$ cat config.mk
export PLATFORM = sky130hd
export DESIGN_NAME = assembly_token_scanner_unit
export DESIGN_NICKNAME = d
export VERILOG_FILES = /design/src/rtl/ats_pkg.sv /design/src/rtl/ats_kw_match.sv /design/src/rtl/ats_out_queue.sv /design/src/rtl/assembly_token_scanner_unit.sv
export SDC_FILE = /design/constraint.sdc
export NUM_CORES = 1
export LEC_CHECK = 0
export BUFFER_PORTS_ARGS = -buffer_cell sky130_fd_sc_hd__buf_2
export CORE_MARGIN = 1
export CORE_UTILIZATION = 55
export DETAILED_ROUTE_END_ITERATION = 6
export GPL_TIMING_DRIVEN = 0
export PLACE_DENSITY = 0.72
export SKIP_CTS_REPAIR_TIMING = 1
export SLEW_MARGIN = 15
export SYNTH_ARGS = -nofsm -noshare
export SYNTH_HDL_FRONTEND = slang
export SYNTH_SLANG_ARGS = --single-unit
$ cat constraint.sdc
create_clock -name clock -period 11.92 [get_ports clock]
set_input_delay 0.596 -clock clock [delete_from_list [all_inputs] [get_ports clock]]
set_output_delay 0.596 -clock clock [all_outputs]
set_load 0.02 [all_outputs]
$ cat src/rtl/ats_pkg.sv
// ---------------------------------------------------------------------------
// Assembly token scanner package
// Shared token kinds, character codes, result layout and keyword table.
// ---------------------------------------------------------------------------
`default_nettype none

package ats_pkg;

   localparam int CH_W        = 8;
   localparam int KIND_W      = 6;
   localparam int OFFSET_W    = 16;
   localparam int WORD_CHARS  = 8;
   localparam int WORD_W      = WORD_CHARS * CH_W;

   localparam int KW_TABLE_SIZE = 40;
   localparam int KEYWORD_COUNT = 40;
   localparam int KW_LIMIT      = (KEYWORD_COUNT < KW_TABLE_SIZE) ? KEYWORD_COUNT : KW_TABLE_SIZE;

   localparam int QUEUE_DEPTH = 4;
   localparam int QPTR_W      = $clog2(QUEUE_DEPTH);
   localparam int QCNT_W      = $clog2(QUEUE_DEPTH + 1);

   localparam logic [KIND_W-1:0] KIND_END     = 6'd0;
   localparam logic [KIND_W-1:0] KIND_COLON   = 6'd1;
   localparam logic [KIND_W-1:0] KIND_COMMA   = 6'd2;
   localparam logic [KIND_W-1:0] KIND_STRING  = 6'd3;
   localparam logic [KIND_W-1:0] KIND_NUMBER  = 6'd4;
   localparam logic [KIND_W-1:0] KIND_SYMBOL  = 6'd5;
   localparam logic [KIND_W-1:0] KIND_KEYBASE = 6'd6;
   localparam logic [KIND_W-1:0] KIND_KEYLAST = 6'd45;
   localparam logic [KIND_W-1:0] KIND_BADCHAR = 6'd46;
   localparam logic [KIND_W-1:0] KIND_UNTERM  = 6'd47;

   localparam logic [CH_W-1:0] CH_NUL        = 8'h00;
   localparam logic [CH_W-1:0] CH_TAB        = 8'h09;
   localparam logic [CH_W-1:0] CH_LF         = 8'h0A;
   localparam logic [CH_W-1:0] CH_CR         = 8'h0D;
   localparam logic [CH_W-1:0] CH_SPACE      = 8'h20;
   localparam logic [CH_W-1:0] CH_QUOTE      = 8'h22;
   localparam logic [CH_W-1:0] CH_COMMA      = 8'h2C;
   localparam logic [CH_W-1:0] CH_DOT        = 8'h2E;
   localparam logic [CH_W-1:0] CH_DIGIT0     = 8'h30;
   localparam logic [CH_W-1:0] CH_EIGHT      = 8'h38;
   localparam logic [CH_W-1:0] CH_DIGIT9     = 8'h39;
   localparam logic [CH_W-1:0] CH_COLON      = 8'h3A;
   localparam logic [CH_W-1:0] CH_SEMI       = 8'h3B;
   localparam logic [CH_W-1:0] CH_UPPER_A    = 8'h41;
   localparam logic [CH_W-1:0] CH_UPPER_Z    = 8'h5A;
   localparam logic [CH_W-1:0] CH_UNDERSCORE = 8'h5F;
   localparam logic [CH_W-1:0] CH_LOWER_A    = 8'h61;
   localparam logic [CH_W-1:0] CH_LOWER_Z    = 8'h7A;

   typedef struct packed {
      logic [KIND_W-1:0]   kind;
      logic [OFFSET_W-1:0] start_offset;
      logic [OFFSET_W-1:0] token_length;
      logic                byte_suffix;
      logic                last;
   } tok_type;

   function automatic logic digit_char(input logic [CH_W-1:0] c);
      return (c >= CH_DIGIT0) && (c <= CH_DIGIT9);
   endfunction

   function automatic logic word_char(input logic [CH_W-1:0] c);
      return ((c >= CH_LOWER_A) && (c <= CH_LOWER_Z)) ||
             ((c >= CH_UPPER_A) && (c <= CH_UPPER_Z)) ||
             (c == CH_UNDERSCORE) || (c == CH_DOT);
   endfunction

   function automatic logic blank_char(input logic [CH_W-1:0] c);
      return (c == CH_SPACE) || (c == CH_TAB) || (c == CH_CR) || (c == CH_LF);
   endfunction

   // Keyword text, right justified with the first character in the highest used byte.
   function automatic logic [WORD_W-1:0] kw_text(input int idx);
      logic [WORD_W-1:0] t;
      t = '0;
      case (idx)
         0:  t = "db";
         1:  t = "extern";
         2:  t = "global";
         3:  t = "section";
         4:  t = "text";
         5:  t = "data";
         6:  t = "st";
         7:  t = "ld";
         8:  t = "add";
         9:  t = "sub";
         10: t = "mul";
         11: t = "div";
         12: t = "mod";
         13: t = "inc";
         14: t = "dec";
         15: t = "push";
         16: t = "dup";
         17: t = "over";
         18: t = "swap";
         19: t = "drop";
         20: t = "rspush";
         21: t = "rspop";
         22: t = "rscopy";
         23: t = "rsdrop";
         24: t = "rsp";
         25: t = "rspset";
         26: t = "brk";
         27: t = "brkset";
         28: t = "eq";
         29: t = "gt";
         30: t = "lt";
         31: t = "or";
         32: t = "and";
         33: t = "not";
         34: t = "jmp";
         35: t = "jmpif";
         36: t = "halt";
         37: t = "syscall";
         38: t = "call";
         39: t = "ret";
         default: t = '0;
      endcase
      return t;
   endfunction

   function automatic logic [3:0] kw_len(input int idx);
      logic [WORD_W-1:0] t;
      logic [3:0]        n;
      t = kw_text(idx);
      n = '0;
      for (int j = 0; j < WORD_CHARS; j++) begin
         if (t[CH_W*j +: CH_W] != CH_NUL) begin
            n = 4'(j + 1);
         end
      end
      return n;
   endfunction

   // Keyword packed with the first character in the lowest byte.
   function automatic logic [WORD_W-1:0] kw_word(input int idx);
      logic [WORD_W-1:0] t;
      logic [WORD_W-1:0] w;
      int                n;
      t = kw_text(idx);
      n = int'(kw_len(idx));
      w = '0;
      for (int j = 0; j < WORD_CHARS; j++) begin
         if (j < n) begin
            w[CH_W*j +: CH_W] = t[CH_W*(n-1-j) +: CH_W];
         end
      end
      return w;
   endfunction

endpackage

`default_nettype wire

$ cat src/rtl/ats_kw_match.sv
// ---------------------------------------------------------------------------
// Keyword matcher
// Compares the buffered identifier against every keyword in parallel and
// returns the keyword kind, or the symbol kind when nothing matches.
// ---------------------------------------------------------------------------
`default_nettype none

module ats_kw_match (
   input  wire logic [ats_pkg::WORD_W-1:0]   word,
   input  wire logic [ats_pkg::OFFSET_W-1:0] tok_len,
   input  wire logic [ats_pkg::CH_W-1:0]     final_char,
   output logic      [ats_pkg::KIND_W-1:0]   kind
);

   logic [ats_pkg::OFFSET_W-1:0] eff_len;
   logic                         len_ok;
   logic [ats_pkg::WORD_W-1:0]   byte_mask;
   logic [ats_pkg::WORD_W-1:0]   masked_word;
   logic [ats_pkg::KW_LIMIT-1:0] hit;

   always_comb begin
      eff_len = tok_len;
      if ((final_char == ats_pkg::CH_EIGHT) && (tok_len != '0)) begin
         eff_len = tok_len - 1'b1;
      end
      len_ok = (eff_len != '0) && (eff_len <= 16'd7) && (tok_len <= 16'd8);
      for (int j = 0; j < ats_pkg::WORD_CHARS; j++) begin
         byte_mask[ats_pkg::CH_W*j +: ats_pkg::CH_W] =
            (eff_len > 16'(j)) ? {ats_pkg::CH_W{1'b1}} : '0;
      end
      masked_word = word & byte_mask;
   end

   for (genvar i = 0; i < ats_pkg::KW_LIMIT; i++) begin : g_kw
      localparam logic [ats_pkg::WORD_W-1:0] KwWord = ats_pkg::kw_word(i);
      localparam logic [3:0]                 KwLen  = ats_pkg::kw_len(i);
      assign hit[i] = (eff_len == 16'(KwLen)) && (masked_word == KwWord);
   end

   always_comb begin
      kind = ats_pkg::KIND_SYMBOL;
      if (len_ok) begin
         for (int i = ats_pkg::KW_LIMIT - 1; i >= 0; i--) begin
            if (hit[i]) begin
               kind = ats_pkg::KIND_KEYBASE + ats_pkg::KIND_W'(i);
            end
         end
      end
   end

endmodule

`default_nettype wire

$ cat src/rtl/ats_out_queue.sv
// ---------------------------------------------------------------------------
// Token output queue
// Small queue that takes up to two tokens per cycle and hands out one while the reader is ready.
// ---------------------------------------------------------------------------
`default_nettype none

module ats_out_queue (
   input  wire logic             clock,
   input  wire logic             reset,
   input  wire logic [1:0]       push_count,
   input  wire ats_pkg::tok_type push_tok0,
   input  wire ats_pkg::tok_type push_tok1,
   output logic                  space,
   output logic                  out_valid,
   input  wire logic             out_ready,
   output ats_pkg::tok_type      out_tok
);

   ats_pkg::tok_type                mem_ff [ats_pkg::QUEUE_DEPTH];
   logic [ats_pkg::QPTR_W-1:0]      rd_ptr_ff, rd_ptr_in;
   logic [ats_pkg::QPTR_W-1:0]      wr_ptr_ff, wr_ptr_in;
   logic [ats_pkg::QCNT_W-1:0]      count_ff, count_in;
   logic [ats_pkg::QPTR_W-1:0]      wr_ptr_next;
   logic                            pop;

   assign out_valid   = (count_ff != '0);
   assign out_tok     = mem_ff[rd_ptr_ff];
   assign pop         = out_valid && out_ready;
   assign space       = (count_ff <= ats_pkg::QCNT_W'(ats_pkg::QUEUE_DEPTH - 2));
   assign wr_ptr_next = wr_ptr_ff + 1'b1;

   always_comb begin
      rd_ptr_in = pop ? rd_ptr_ff + 1'b1 : rd_ptr_ff;
      wr_ptr_in = wr_ptr_ff + ats_pkg::QPTR_W'(push_count);
      count_in  = count_ff + ats_pkg::QCNT_W'(push_count) - ats_pkg::QCNT_W'(pop);
   end

   always_ff @(posedge clock) begin
      if (reset) begin
         rd_ptr_ff <= '0;
         wr_ptr_ff <= '0;
         count_ff  <= '0;
      end else begin
         rd_ptr_ff <= rd_ptr_in;
         wr_ptr_ff <= wr_ptr_in;
         count_ff  <= count_in;
      end
   end

   always_ff @(posedge clock) begin
      if (push_count != 2'd0) begin
         mem_ff[wr_ptr_ff] <= push_tok0;
      end
      if (push_count == 2'd2) begin
         mem_ff[wr_ptr_next] <= push_tok1;
      end
   end

endmodule

`default_nettype wire

$ cat src/rtl/assembly_token_scanner_unit.sv
// ---------------------------------------------------------------------------
// Assembly token scanner
// Turns a stream of source characters into tokens with offset and length.
// ---------------------------------------------------------------------------
// Each request on the req_ channel carries one source character; a zero
// character ends the source, gives an end token and restarts offsets at 0.
// Each response on the rsp_ channel carries one token; rsp_tlast marks the
// final token caused by one character, since a character that ends a number
// or identifier can also give a token of its own.
// A character is taken into an input register, scanned from there once the
// queue has room for two tokens, and its tokens are written into a four-entry
// output queue that drives the rsp_ channel.
// One character is accepted per cycle while the queue has room for two
// tokens; a single response is handed out per cycle, so characters that give
// two tokens each run at the response rate.
// When the receiver stalls, the queue fills and req_tready drops; no token is
// lost. Reset empties the queue and returns the scanner to the start of a
// source at offset 0.
// ---------------------------------------------------------------------------
`default_nettype none

module assembly_token_scanner_unit (
   input  wire logic        clock,
   input  wire logic        reset,
   input  wire logic        req_tvalid,
   output logic             req_tready,
   input  wire logic [7:0]  req_tdata,   // [7:0] ch
   output logic             rsp_tvalid,
   input  wire logic        rsp_tready,
   output logic      [31:0] rsp_tdata,   // [15:0] start_offset, [31:16] token_length
   output logic      [6:0]  rsp_tuser,   // [5:0] kind, [6] byte_suffix
   output logic             rsp_tlast
);

   typedef enum logic [5:0] {
      MODE_IDLE    = 6'b000001,
      MODE_COMMENT = 6'b000010,
      MODE_NUMBER  = 6'b000100,
      MODE_IDENT   = 6'b001000,
      MODE_STRING  = 6'b010000,
      MODE_HALT    = 6'b100000
   } mode_type;

   localparam logic [ats_pkg::OFFSET_W-1:0] OffsetMax = '1;

   logic                         in_vld_ff, in_vld_in;
   logic [ats_pkg::CH_W-1:0]     in_ch_ff;
   mode_type                     mode_ff, mode_in;
   logic [ats_pkg::OFFSET_W-1:0] pos_ff, pos_in;
   logic [ats_pkg::OFFSET_W-1:0] start_ff, start_in;
   logic [ats_pkg::OFFSET_W-1:0] len_ff, len_in;
   logic [ats_pkg::WORD_W-1:0]   word_ff, word_in;
   logic [ats_pkg::CH_W-1:0]     final_ff, final_in;

   logic                         space;
   logic                         advance;
   logic [ats_pkg::KIND_W-1:0]   word_kind;
   logic [ats_pkg::OFFSET_W-1:0] len_inc;
   ats_pkg::tok_type             res [2];
   logic [1:0]                   n_res;
   logic [1:0]                   push_count;
   ats_pkg::tok_type             out_tok;

   assign advance    = in_vld_ff && space;
   assign req_tready = !in_vld_ff || space;
   assign in_vld_in  = (req_tvalid && req_tready) ? 1'b1 : (advance ? 1'b0 : in_vld_ff);
   assign push_count = advance ? n_res : 2'd0;
   assign len_inc    = (len_ff != OffsetMax) ? len_ff + 1'b1 : len_ff;

   ats_kw_match u_kw_match (
      .word       (word_ff),
      .tok_len    (len_ff),
      .final_char (final_ff),
      .kind       (word_kind)
   );

   always_comb begin
      logic                         dispatch;
      logic [ats_pkg::CH_W-1:0]     c;
      ats_pkg::tok_type             t;

      c        = in_ch_ff;
      dispatch = 1'b0;
      n_res    = 2'd0;
      res[0]   = '0;
      res[1]   = '0;
      t        = '0;
      mode_in  = mode_ff;
      pos_in   = pos_ff;
      start_in = start_ff;
      len_in   = len_ff;
      word_in  = word_ff;
      final_in = final_ff;

      unique case (mode_ff)
         MODE_HALT: begin
            if (c == ats_pkg::CH_NUL) begin
               t = '{ats_pkg::KIND_END, pos_ff, '0, 1'b0, 1'b0};
               res[n_res[0]] = t;
               n_res = n_res + 1'b1;
            end
         end
         MODE_COMMENT: begin
            if (c == ats_pkg::CH_NUL) begin
               t = '{ats_pkg::KIND_END, pos_ff, '0, 1'b0, 1'b0};
               res[n_res[0]] = t;
               n_res = n_res + 1'b1;
            end else if (c == ats_pkg::CH_LF) begin
               mode_in = MODE_IDLE;
            end
         end
         MODE_STRING: begin
            if (c == ats_pkg::CH_NUL) begin
               res[0] = '{ats_pkg::KIND_UNTERM, start_ff, len_ff, 1'b0, 1'b0};
               res[1] = '{ats_pkg::KIND_END, pos_ff, '0, 1'b0, 1'b0};
               n_res  = 2'd2;
            end else begin
               len_in = len_inc;
               if (c == ats_pkg::CH_QUOTE) begin
                  res[0]  = '{ats_pkg::KIND_STRING, start_ff, len_inc, 1'b0, 1'b0};
                  n_res   = 2'd1;
                  mode_in = MODE_IDLE;
               end
            end
         end
         MODE_NUMBER: begin
            if (ats_pkg::digit_char(c)) begin
               len_in = len_inc;
            end else begin
               res[0]   = '{ats_pkg::KIND_NUMBER, start_ff, len_ff, 1'b0, 1'b0};
               n_res    = 2'd1;
               mode_in  = MODE_IDLE;
               dispatch = 1'b1;
            end
         end
         MODE_IDENT: begin
            if (ats_pkg::word_char(c) || ats_pkg::digit_char(c)) begin
               if (len_ff < 16'(ats_pkg::WORD_CHARS)) begin
                  word_in[{len_ff[2:0], 3'b000} +: ats_pkg::CH_W] = c;
               end
               final_in = c;
               len_in   = len_inc;
            end else begin
               res[0]   = '{word_kind, start_ff, len_ff,
                            (final_ff == ats_pkg::CH_EIGHT), 1'b0};
               n_res    = 2'd1;
               mode_in  = MODE_IDLE;
               dispatch = 1'b1;
            end
         end
         default: begin
            mode_in  = MODE_IDLE;
            dispatch = 1'b1;
         end
      endcase

      if (dispatch) begin
         if (c == ats_pkg::CH_NUL) begin
            t = '{ats_pkg::KIND_END, pos_ff, '0, 1'b0, 1'b0};
            res[n_res[0]] = t;
            n_res = n_res + 1'b1;
         end else if (ats_pkg::blank_char(c)) begin
            mode_in = MODE_IDLE;
         end else if (c == ats_pkg::CH_SEMI) begin
            mode_in = MODE_COMMENT;
         end else if (c == ats_pkg::CH_COLON) begin
            t = '{ats_pkg::KIND_COLON, pos_ff, 16'd1, 1'b0, 1'b0};
            res[n_res[0]] = t;
            n_res = n_res + 1'b1;
         end else if (c == ats_pkg::CH_COMMA) begin
            t = '{ats_pkg::KIND_COMMA, pos_ff, 16'd1, 1'b0, 1'b0};
            res[n_res[0]] = t;
            n_res = n_res + 1'b1;
         end else if (c == ats_pkg::CH_QUOTE) begin
            mode_in  = MODE_STRING;
            start_in = pos_ff;
            len_in   = 16'd1;
         end else if (ats_pkg::digit_char(c)) begin
            mode_in  = MODE_NUMBER;
            start_in = pos_ff;
            len_in   = 16'd1;
         end else if (ats_pkg::word_char(c)) begin
            mode_in  = MODE_IDENT;
            start_in = pos_ff;
            len_in   = 16'd1;
            word_in  = ats_pkg::WORD_W'(c);
            final_in = c;
         end else begin
            t = '{ats_pkg::KIND_BADCHAR, pos_ff, 16'd1, 1'b0, 1'b0};
            res[n_res[0]] = t;
            n_res   = n_res + 1'b1;
            mode_in = MODE_HALT;
         end
      end

      if (c == ats_pkg::CH_NUL) begin
         mode_in  = MODE_IDLE;
         pos_in   = '0;
         start_in = '0;
         len_in   = '0;
         word_in  = '0;
         final_in = '0;
      end else if (pos_ff != OffsetMax) begin
         pos_in = pos_ff + 1'b1;
      end

      if (n_res != 2'd0) begin
         res[n_res[1]].last = 1'b1;
      end
   end

   always_ff @(posedge clock) begin
      if (reset) begin
         in_vld_ff <= 1'b0;
         mode_ff   <= MODE_IDLE;
         pos_ff    <= '0;
         start_ff  <= '0;
         len_ff    <= '0;
         word_ff   <= '0;
         final_ff  <= '0;
      end else begin
         in_vld_ff <= in_vld_in;
         if (advance) begin
            mode_ff  <= mode_in;
            pos_ff   <= pos_in;
            start_ff <= start_in;
            len_ff   <= len_in;
            word_ff  <= word_in;
            final_ff <= final_in;
         end
      end
   end

   always_ff @(posedge clock) begin
      if (req_tvalid && req_tready) begin
         in_ch_ff <= req_tdata;
      end
   end

   ats_out_queue u_out_queue (
      .clock      (clock),
      .reset      (reset),
      .push_count (push_count),
      .push_tok0  (res[0]),
      .push_tok1  (res[1]),
      .space      (space),
      .out_valid  (rsp_tvalid),
      .out_ready  (rsp_tready),
      .out_tok    (out_tok)
   );

   assign rsp_tdata = {out_tok.token_length, out_tok.start_offset};
   assign rsp_tuser = {out_tok.byte_suffix, out_tok.kind};
   assign rsp_tlast = out_tok.last;

endmodule

`default_nettype wire

Yosys cells after proc, flatten, opt, wreduce, memory -nomap -nowiden
Memory sizes are Yosys's and may differ from the RTL's. A register that Yosys moved wholly into a read port is not among the register bits.
Cells that the tools add are included.
Storage, ports and cells
  register bits after elaboration: 142
  memory bits (writable): 160
  input bits: 12
  output and inout port bits: 42
  word-level logic and storage cells: 357
  memories: 1
Operators by class
  add/subtract/negate cells: 10
  order comparisons: 22
  eq/ne operators: 69
  shifts and indexed selects: 2
  mux-type cells: 165
  bitwise gates (word level): 3
  reduce and logical (&&, ||, !) cells: 74
Memories
  u_out_queue.mem_ff: depth 4, width 40, rd ports 1, clocked after Yosys merged registers in 1, wr ports 2, line ats_out_queue.sv:19  | ats_pkg::tok_type mem_ff [ats_pkg::QUEUE_DEPTH];
Operator list (number)
  64-bit by 23-bit == test with 1-bit output (second input constant): 14
  80-bit 2-to-1 mux: 10
  64-bit 2-to-1 mux: 12
  64-bit by 31-bit == test with 1-bit output (second input constant): 8
  64-bit by 15-bit == test with 1-bit output (second input constant): 7
  64-bit by 47-bit == test with 1-bit output (second input constant): 7
  80-bit bitwise mux: 5
  16-bit 2-to-1 mux: 24
  6-bit 2-to-1 mux: 54
  40-bit case mux with 4 select lines: 1
  8-bit 2-to-1 mux: 19
  64-bit by 39-bit == test with 1-bit output (second input constant): 2
  64-bit by 55-bit == test with 1-bit output (second input constant): 2
  40-bit 2-to-1 mux: 3
  40-bit demux with 1-bit select: 2
  34-bit 2-to-1 mux: 2
  64-bit bitwise AND: 1
  64-bit bitwise mux: 1
  16-bit by 3-bit == test with 1-bit output (second input constant): 4
  16-bit by 3-bit greater-than comparator with 1-bit output (second input constant): 4
  8-bit by 8-bit variable shift with 64-bit output (first input constant): 1
  8-bit by 8-bit indexed part select with 64-bit output: 1
  8-bit by 6-bit == test with 1-bit output (second input constant): 7
  1-bit logical AND: 51
  50 further kinds: 103

Longest topological paths before layout
Gate-level depths: netlist of run 1.
  word-level depth: 63
  gate-level depth with buffers: 21
  depth with buffers taken out: 18

Cells and area by module
Synthesis of run 1 repeated with hierarchy kept, for this count alone.
Second synthesis, totals
  cell total of the unflattened synthesis: 1640
  area, all modules: 17521.8 µm²
Modules (own cells, without submodules)
  ats_out_queue: instances 1, cells an instance 440, area each 8231.6 µm², seq. area each 4984.8 µm²
  assembly_token_scanner_unit: instances 1, cells an instance 798, area each 6816.5 µm², seq. area each 2782.7 µm²
  ats_kw_match: instances 1, cells an instance 402, area each 2473.6 µm², seq. area each 0.0 µm²

Worst setup path after synthesis of run 1
Ideal clock, no wire load.
  path type: register to register
  from: register in_ch_ff[6] in the netlist's numbering
  to: memory u_out_queue.mem_ff[0][0] in the netlist's numbering, enable pin
  library setup time: 0.498 ns
  arrival: 6.102 ns
  required time: 11.422 ns
  slack: 5.320 ns
  cell stages (with the launch flop): 15
  path buffers: 1
  period minus slack after synthesis: 6.600 ns
  path through: edfxtp_1 -> or3_4 -> or4b_1 -> o211a_1 -> o21a_1 -> nor2_1 -> inv_1 -> ha_1 -> nand2_1 -> o211ai_1 -> a21oi_1 -> o211ai_1 -> buf_2 -> o21ai_0 -> o31ai_1
RTL lines
  start, declared: line assembly_token_scanner_unit.sv:47  | logic [ats_pkg::CH_W-1:0] in_ch_ff;
  start signal, assigned: line assembly_token_scanner_unit.sv:236  | in_ch_ff <= req_tdata;
  end, declared: line ats_out_queue.sv:19

==> results.sh, run 1 <==
export IMPL_synth_edf_count=168
export IMPL_syn_area_sq_mm=0.0164
export IMPL_via_per_inst=6.76
export IMPL_critPathKind="flop to flop"
export IMPL_die_area_sq_mm=0.0305
export IMPL_synthFlopType="edfxtp_1"
export IMPL_synthMuxAreaShare_pct=6.24
export IMPL_peakVddDrop_uv=116
export IMPL_syn_num_nets=1717
export IMPL_yosysUniqueCellTypes=96
export IMPL_postSynthAreaPerCell_sq_um=9.71
export IMPL_drt_wl_total_microns=54800
export IMPL_setup_viol=0
export IMPL_yosysSeqAreaShare_pct=46.3
export IMPL_track_usage_pct=35.8
export IMPL_clk_pin_slew_ns=0.07
export IMPL_synth_seq_cells=296
export IMPL_antenna_left=0
export IMPL_multiInputGateArea_sq_mm=0.00824
export IMPL_antenna_found_initial=0
export IMPL_yosys_area_share_simple_pct=24.7
export IMPL_die_h_microns=175
export IMPL_period_minus_slack_ns=5.57
export IMPL_synthAdderAreaFrac_pct=1.11
export IMPL_drv_cap=0
export IMPL_power_density_mw_per_mm2=144
export IMPL_clock_skew_ns=0.0245
export IMPL_io_buffers=53
export IMPL_critPathSlowestCell="o31ai_1"
export IMPL_critPathLaunchType="flop"
export IMPL_num_vias=14800
export IMPL_ys_async_sr_fraction_pct=0
export IMPL_grt_pass1_vias=14400
export IMPL_synth_top_family_by_area="simple AND/OR/NAND/NOR gates"
export IMPL_hold_viol_final=0
export IMPL_grt_overflow=0
export IMPL_crit_chain="clkbuf_1 > inv_1 > ha_1 > nor3b_1 > and4_1 > buf_2 > buf_4 > nor2_1 > o21ai_0 > a32oi_2 > nor3_1 > a221o_1 > nand4bb_1 > o31ai_1 > nor2_1"
export IMPL_synth_xor_area_share_pct=1.07
export IMPL_drt_pass1_iter_count=6
export IMPL_register_area_sq_mm=0.00761
export IMPL_tns_ns=0
export IMPL_yosys_warnings=0
export IMPL_status="completed"
export IMPL_finalCritPeriodShare_pct=46.7
export IMPL_core_sq_mm=0.0290
export IMPL_slew_headroom_pct=24.2
export IMPL_fmax_mhz=180
export IMPL_hold_class="input pin to flop"
export IMPL_cts_tree="done"
export IMPL_grt_max_degree=29
export IMPL_endpoint_kind="flop"
export IMPL_root_buffer="clkbuf_16"
export IMPL_p_leak_nw=6.28
export IMPL_layout_drive_gt1_share_pct=12.7
export IMPL_finalPower_mw=2.64
export IMPL_clock_sinks=296
export IMPL_num_rows=62
export IMPL_globalplace_congestion=0.991
export IMPL_synth_compound_gate_area_share_pct=16.9
export IMPL_io_pins=54
export IMPL_initial_core_util_pct=56.6
export IMPL_crit_arrival_ns=5.86
export IMPL_dp_hpwl_microns=40500
export IMPL_rsz0062_at_grt="false"
export IMPL_die_w_microns=175
export IMPL_cp_max_fo=10
export IMPL_cp_top_family="compound AO/OA/AOI/OAI gates"
export IMPL_grt_pass1_wl_microns=83900
export IMPL_required_ns=12.22
export IMPL_critPathBufInv=4
export IMPL_routedWlPerCell_microns=25.0
export IMPL_cts_buffers=30
export IMPL_clock_path_buffers=3
export IMPL_drc=0
export IMPL_final_nets=1810
export IMPL_cpPeakStageDelay_ns=0.82
export IMPL_h_tree_depth=1
export IMPL_max_slew_worst_pin_slew_ns=1.13
export IMPL_slew_viol_final=0
export IMPL_cpMostUsedCell="nor2_1"
export IMPL_drtIter0Drc=1855
export IMPL_area_growth_synth_to_final_pct=11.9
export IMPL_clk_insertion_delay_late_ns=0.59
export IMPL_n_fill_cell=2396
export IMPL_syn_instance_count=1691
export IMPL_whs_ns=0.187
[synth_stat cells, types with 6 or more instances]
cell type,n,area share (%)
nor2_1,263,6.0
edfxtp_1,168,31
dfxtp_1,128,16
nand2_1,113,2.6
clkbuf_1,92,2.1
a21oi_1,82,2.5
a22oi_1,73,3.3
nor3_1,67,2.0
o2bb2ai_1,65,3.5
nand3_1,63,1.9
o21ai_0,48,1.5
mux4_2,40,5.5
nand4_1,33,1.3
nor4_1,29,1.1
and3_1,23,0.88
nor2b_1,23,0.88
buf_2,22,0.67
nand2b_1,19,0.72
inv_1,18,0.41
or3_1,17,0.65
and2_1,15,0.57
a31oi_1,14,0.53
o21ai_1,14,0.43
ha_1,13,0.99
and3b_1,11,0.59
or2_2,11,0.42
and4_1,10,0.53
nand4b_1,10,0.53
xnor2_1,10,0.53
xor2_1,10,0.53
mux2i_1,9,0.55
nand3b_1,8,0.37
a211oi_1,7,0.32
nor4bb_1,7,0.43
o31ai_1,7,0.32
a2111oi_0,6,0.32
a311oi_1,6,0.32
buf_1,6,0.14
nor3b_1,6,0.27
[state kept, by name, indices dropped and copies added, names as in the netlist, named ones only]
name,cells
u_out_queue.wr_ptr_ff,2
u_out_queue.mem_ff,160
word_ff,56
mode_ff,6
pos_ff,16
u_out_queue.rd_ptr_ff,2
in_ch_ff,8
final_ff,8
len_ff,16
in_vld_ff,1
start_ff,16
u_out_queue.count_ff,3
[power by group]
group          switching, mW  total, mW  internal [mW]
sequential            0.0194       1.14           1.12
combinational          0.333      0.529          0.196
clock                  0.404      0.973          0.569
[worst register-to-register path: stages (launching register included)]
cell and delay [ns]:
dfxtp_1 0.52, clkbuf_1 0.49, inv_1 0.32, ha_1 0.33, nor3b_1 0.17, and4_1 0.20
buf_2 0.17, buf_4 0.20, nor2_1 0.19, o21ai_0 0.14, a32oi_2 0.79, nor3_1 0.24
a221o_1 0.39, nand4bb_1 0.19, o31ai_1 0.82, nor2_1 0.11
[worst paths after layout]
kind,startpoint,to,slack (ns),depth (start not counted)
worst max-delay path,len_ff[0],u_out_queue.mem_ff[1][38],6.35,15
worst min-delay path,req_tdata[3],in_ch_ff[3],0.19,1
worst max register to register,len_ff[0],u_out_queue.mem_ff[1][38],6.35,15
worst min register to register,final_ff[7],final_ff[7],0.51,1
[metrics by stage]
stage	util [%]	cell area [sq um]	cells	setup WS, ns
after global placement	59.1	17200	2128	2.77
final	63.3	18400	2191	6.35
after CTS	63.3	18400	2190	6.54
after global routing	63.3	18400	2190	6.10
after detailed placement	59.8	17400	2136	6.57
after floorplan	-	16400	1691	5.32
[cell type report]
cell class                      count  share of cell area (%)
Inverter                           19                   0.388
Clock buffer                       35                    4.19
Buffer                            126                    2.91
Clock inverter                     19                    1.28
Antenna cell                        1                  0.0136
Multi-Input combinational cell   1250                    44.8
Sequential cell                   296                    41.4
Timing Repair Buffer               61                    2.32
Tap cell                          384                    2.62
[logic make-up after synthesis]
kind of cell	Yosys count
compound gates	392
xor+xnor	20
fa+ha+maj	14
simple gates	772
flops	296
buf+inv	145
mux	52
[per-layer routing]
layer  routed length (microns)  track usage (%)  part of all wire, %
met4                      2460             15.3                  4.5
met1                     21700             47.0                   40
met2                     25600             58.8                   47
met5                         0                0                    0
met3                      5000             5.83                  9.1
[placed cells by master, fill, tap and decap left out, types with 7 or more instances in the layout]
cell type / instances
nor2_1: 263
edfxtp_1: 168
dfxtp_1: 128
nand2_1: 113
clkbuf_1: 97
a21oi_1: 82
buf_2: 76
a22oi_1: 73
nor3_1: 67
o2bb2ai_1: 65
nand3_1: 63
o21ai_0: 47
mux4_2: 40
nand4_1: 33
clkbuf_16: 30
nor4_1: 29
nor2b_1: 23
and3_1: 21
nand2b_1: 19
inv_1: 18
or3_1: 17
and2_1: 15
o21ai_1: 14
a31oi_1: 14
ha_1: 13
and3b_1: 11
or2_2: 11
and4_1: 10
xor2_1: 10
nand4b_1: 10
xnor2_1: 10
mux2i_1: 9
nand3b_1: 8
a211oi_1: 7
No activity file was read; power rests on OpenSTA's default activity.
==> run 2: changes to the inputs <==
- clock period: 11.92 -> 5.8 ns (I/O delays scaled with it)
==> run 2 against run 1 <==
  * The run now ends with design-rule violations left
  * Final area increased by 0.40%
  * Core utilization increased by 0.25 points
  * Setup slack lost 6.1 ns
  * Register-to-register slack worse by 6.1 ns
  * Critical endpoint is now u_out_queue.mem_ff[2][38]
  * Wire length is 0.70% lower
  * Sequential power up 110%
  * Clock power up 110%
  * First-iteration DRC count shrank 0.43%
  * Critical path depth stayed put
  * Combinational power increased by 110%
==> results.sh, run 2 (synthesis results as in run 1) <==
export IMPL_p_sw_mw=1.59
export IMPL_h_tree_depth=1
export IMPL_area_growth_synth_to_final_pct=12.3
export IMPL_num_rows=62
export IMPL_cts_tree="done"
export IMPL_grt_util_met1_pct=47.5
export IMPL_layout_drive_gt1_share_pct=13.1
export IMPL_clock_skew_ns=0.0157
export IMPL_num_vias=14800
export IMPL_antenna_left=0
export IMPL_mostFrequentLayoutCells="nor2_1, edfxtp_1, dfxtp_1, nand2_1, clkbuf_1"
export IMPL_clock_path_buffers=3
export IMPL_grt_pass1_wl_microns=83300
export IMPL_design_area_sq_mm=0.0184
export IMPL_via_per_inst=6.72
export IMPL_reg_top3="u_out_queue.mem_ff x160, word_ff x56"
export IMPL_largest_reg_flops=160
export IMPL_core_sq_mm=0.0290
export IMPL_seqPwrFrac_pct=42.9
export IMPL_endpoint_kind="flop"
export IMPL_p_sw_share_pct=29.1
export IMPL_slew_viol_final=0
export IMPL_io_buffers=53
export IMPL_clk_pin_slew_ns=0.07
export IMPL_finalPower_mw=5.46
export IMPL_die_w_microns=175
export IMPL_routedWlPerCell_microns=24.7
export IMPL_drt_pass1_iter_count=7
export IMPL_antenna_found_initial=1
export IMPL_drc=1
export IMPL_clock_sinks=296
export IMPL_cts_buffers=31
export IMPL_root_buffer="clkbuf_16"
export IMPL_pwr_share_comb_pct=19.9
export IMPL_register_area_sq_mm=0.00761
export IMPL_drv_cap=0
export IMPL_clk_insertion_delay_late_ns=0.58
export IMPL_max_slew_worst_pin_slew_ns=1.09
export IMPL_grt_max_degree=29
export IMPL_initial_core_util_pct=56.6
export IMPL_crit_arrival_ns=5.81
export IMPL_hold_viol_final=0
export IMPL_top_register="u_out_queue.mem_ff"
export IMPL_io_pins=54
export IMPL_groute_layer_met3_usage_pct=5.22
export IMPL_period_minus_slack_ns=5.53
export IMPL_slew_headroom_pct=26.4
export IMPL_p_int_mw=3.87
export IMPL_dp_hpwl_microns=39600
export IMPL_rsz0062_at_grt="false"
export IMPL_met2_usage_pct=57.8
export IMPL_final_nets=1817
export IMPL_track_usage_pct=35.5
export IMPL_critPathKind="flop to flop"
export IMPL_drtIter0Drc=1847
export IMPL_diodes=0
export IMPL_fmax_mhz=181
export IMPL_busiest_layer="met2"
export IMPL_multiInputGateArea_sq_mm=0.00824
export IMPL_power_density_mw_per_mm2=296
export IMPL_whs_ns=0.0912
export IMPL_cp_max_fo=10
export IMPL_tns_ns=0
export IMPL_drt_wl_total_microns=54400
export IMPL_p_leak_nw=6.23
export IMPL_finalCritPeriodShare_pct=95.3
export IMPL_die_area_sq_mm=0.0305
export IMPL_status="finished with violations"
export IMPL_grt_pass1_vias=14000
export IMPL_die_h_microns=175
export IMPL_postPlaceCellArea_sq_mm=0.0173
export IMPL_critPathLaunchType="flop"
export IMPL_p_clk_share_pct=37.2
export IMPL_grt_overflow=0
export IMPL_hold_class="input pin to flop"
export IMPL_peakVddDrop_uv=297
export IMPL_setup_viol=0
export IMPL_required_ns=6.08
export IMPL_globalplace_congestion=1.03
export IMPL_violations="design-rule violations"
export IMPL_n_fill_cell=2371
export IMPL_final_util_pct=63.5
export IMPL_final_common_cell="nor2_1"
-- run 2: cell types whose count changed in the layout (fill, tap and decap cells not counted), sizes merged, moves of 2 or more --
cell / before / now
clkinv: 11 / 9
bufinv: 5 / 3
inv: 19 / 23
buf: 95 / 93
clkbuf: 127 / 130
dlygate4sd3: 0 / 8
-- run 2: critical path: stages, from the launching register on --
cell and delay (ns):
dfxtp_1 0.49, clkbuf_1 0.47, inv_1 0.30, ha_1 0.32, nor3b_1 0.17, and4_1 0.21
buf_2 0.16, buf_4 0.19, nor2_1 0.21, o21ai_0 0.15, a32oi_2 0.79, nor2_2 0.22
a221o_1 0.41, nand4bb_1 0.20, o31ai_1 0.83, nor2_1 0.10
-- run 2: power by group through the flow --
| stage | Sequential (mW) | Combinational (mW) | Clock, mW |
|---|---|---|---|
| after global routing | 2.35 | 1.16 | 2.11 |
| after CTS | 2.34 | 1.08 | 2.04 |
| after floorplan | 2.37 | 0.745 | 0 |
| after global placement | 2.38 | 1.04 | 0 |
| final | 2.34 | 1.09 | 2.03 |
| after detailed placement | 2.38 | 1.07 | 0 |
-- run 2: per-layer routing --
metal  part of all wire, %  up-vias
met3                   9.3      150
li1                      -     6655
met5                     0        -
met1                    40     7130
met2                    47      849
met4                   4.1        0
-- run 2: cell type report --
| class | instances | share of cell area, % |
|---|---|---|
| plain buffers | 126 | 2.90 |
| clock buffers | 38 | 4.53 |
| clock inverters | 20 | 1.13 |
| inverters | 19 | 0.387 |
| multi-input cells | 1250 | 44.7 |
| flip-flops and latches | 296 | 41.3 |
| well taps | 384 | 2.61 |
| repair buffers | 67 | 2.52 |
-- run 2: final timing paths --
check / endpoint / from / depth (start not counted) / slack, ns
worst min register to register: word_ff[55] / word_ff[55] / 1 / 0.51
worst max-delay path: u_out_queue.mem_ff[2][38] / len_ff[0] / 15 / 0.27
worst max register to register: u_out_queue.mem_ff[2][38] / len_ff[0] / 15 / 0.27
worst min-delay path: in_vld_ff / req_tvalid / 3 / 0.09
-- run 2: through the flow --
| step | setup slack [ns] | std cells |
|---|---|---|
| floorplan | 0.415 | 1691 |
| global placement | -1.31 | 2128 |
| detailed placement | 0.452 | 2134 |
| CTS | 0.459 | 2192 |
| global route | 0.0544 | 2200 |
| finish | 0.274 | 2200 |
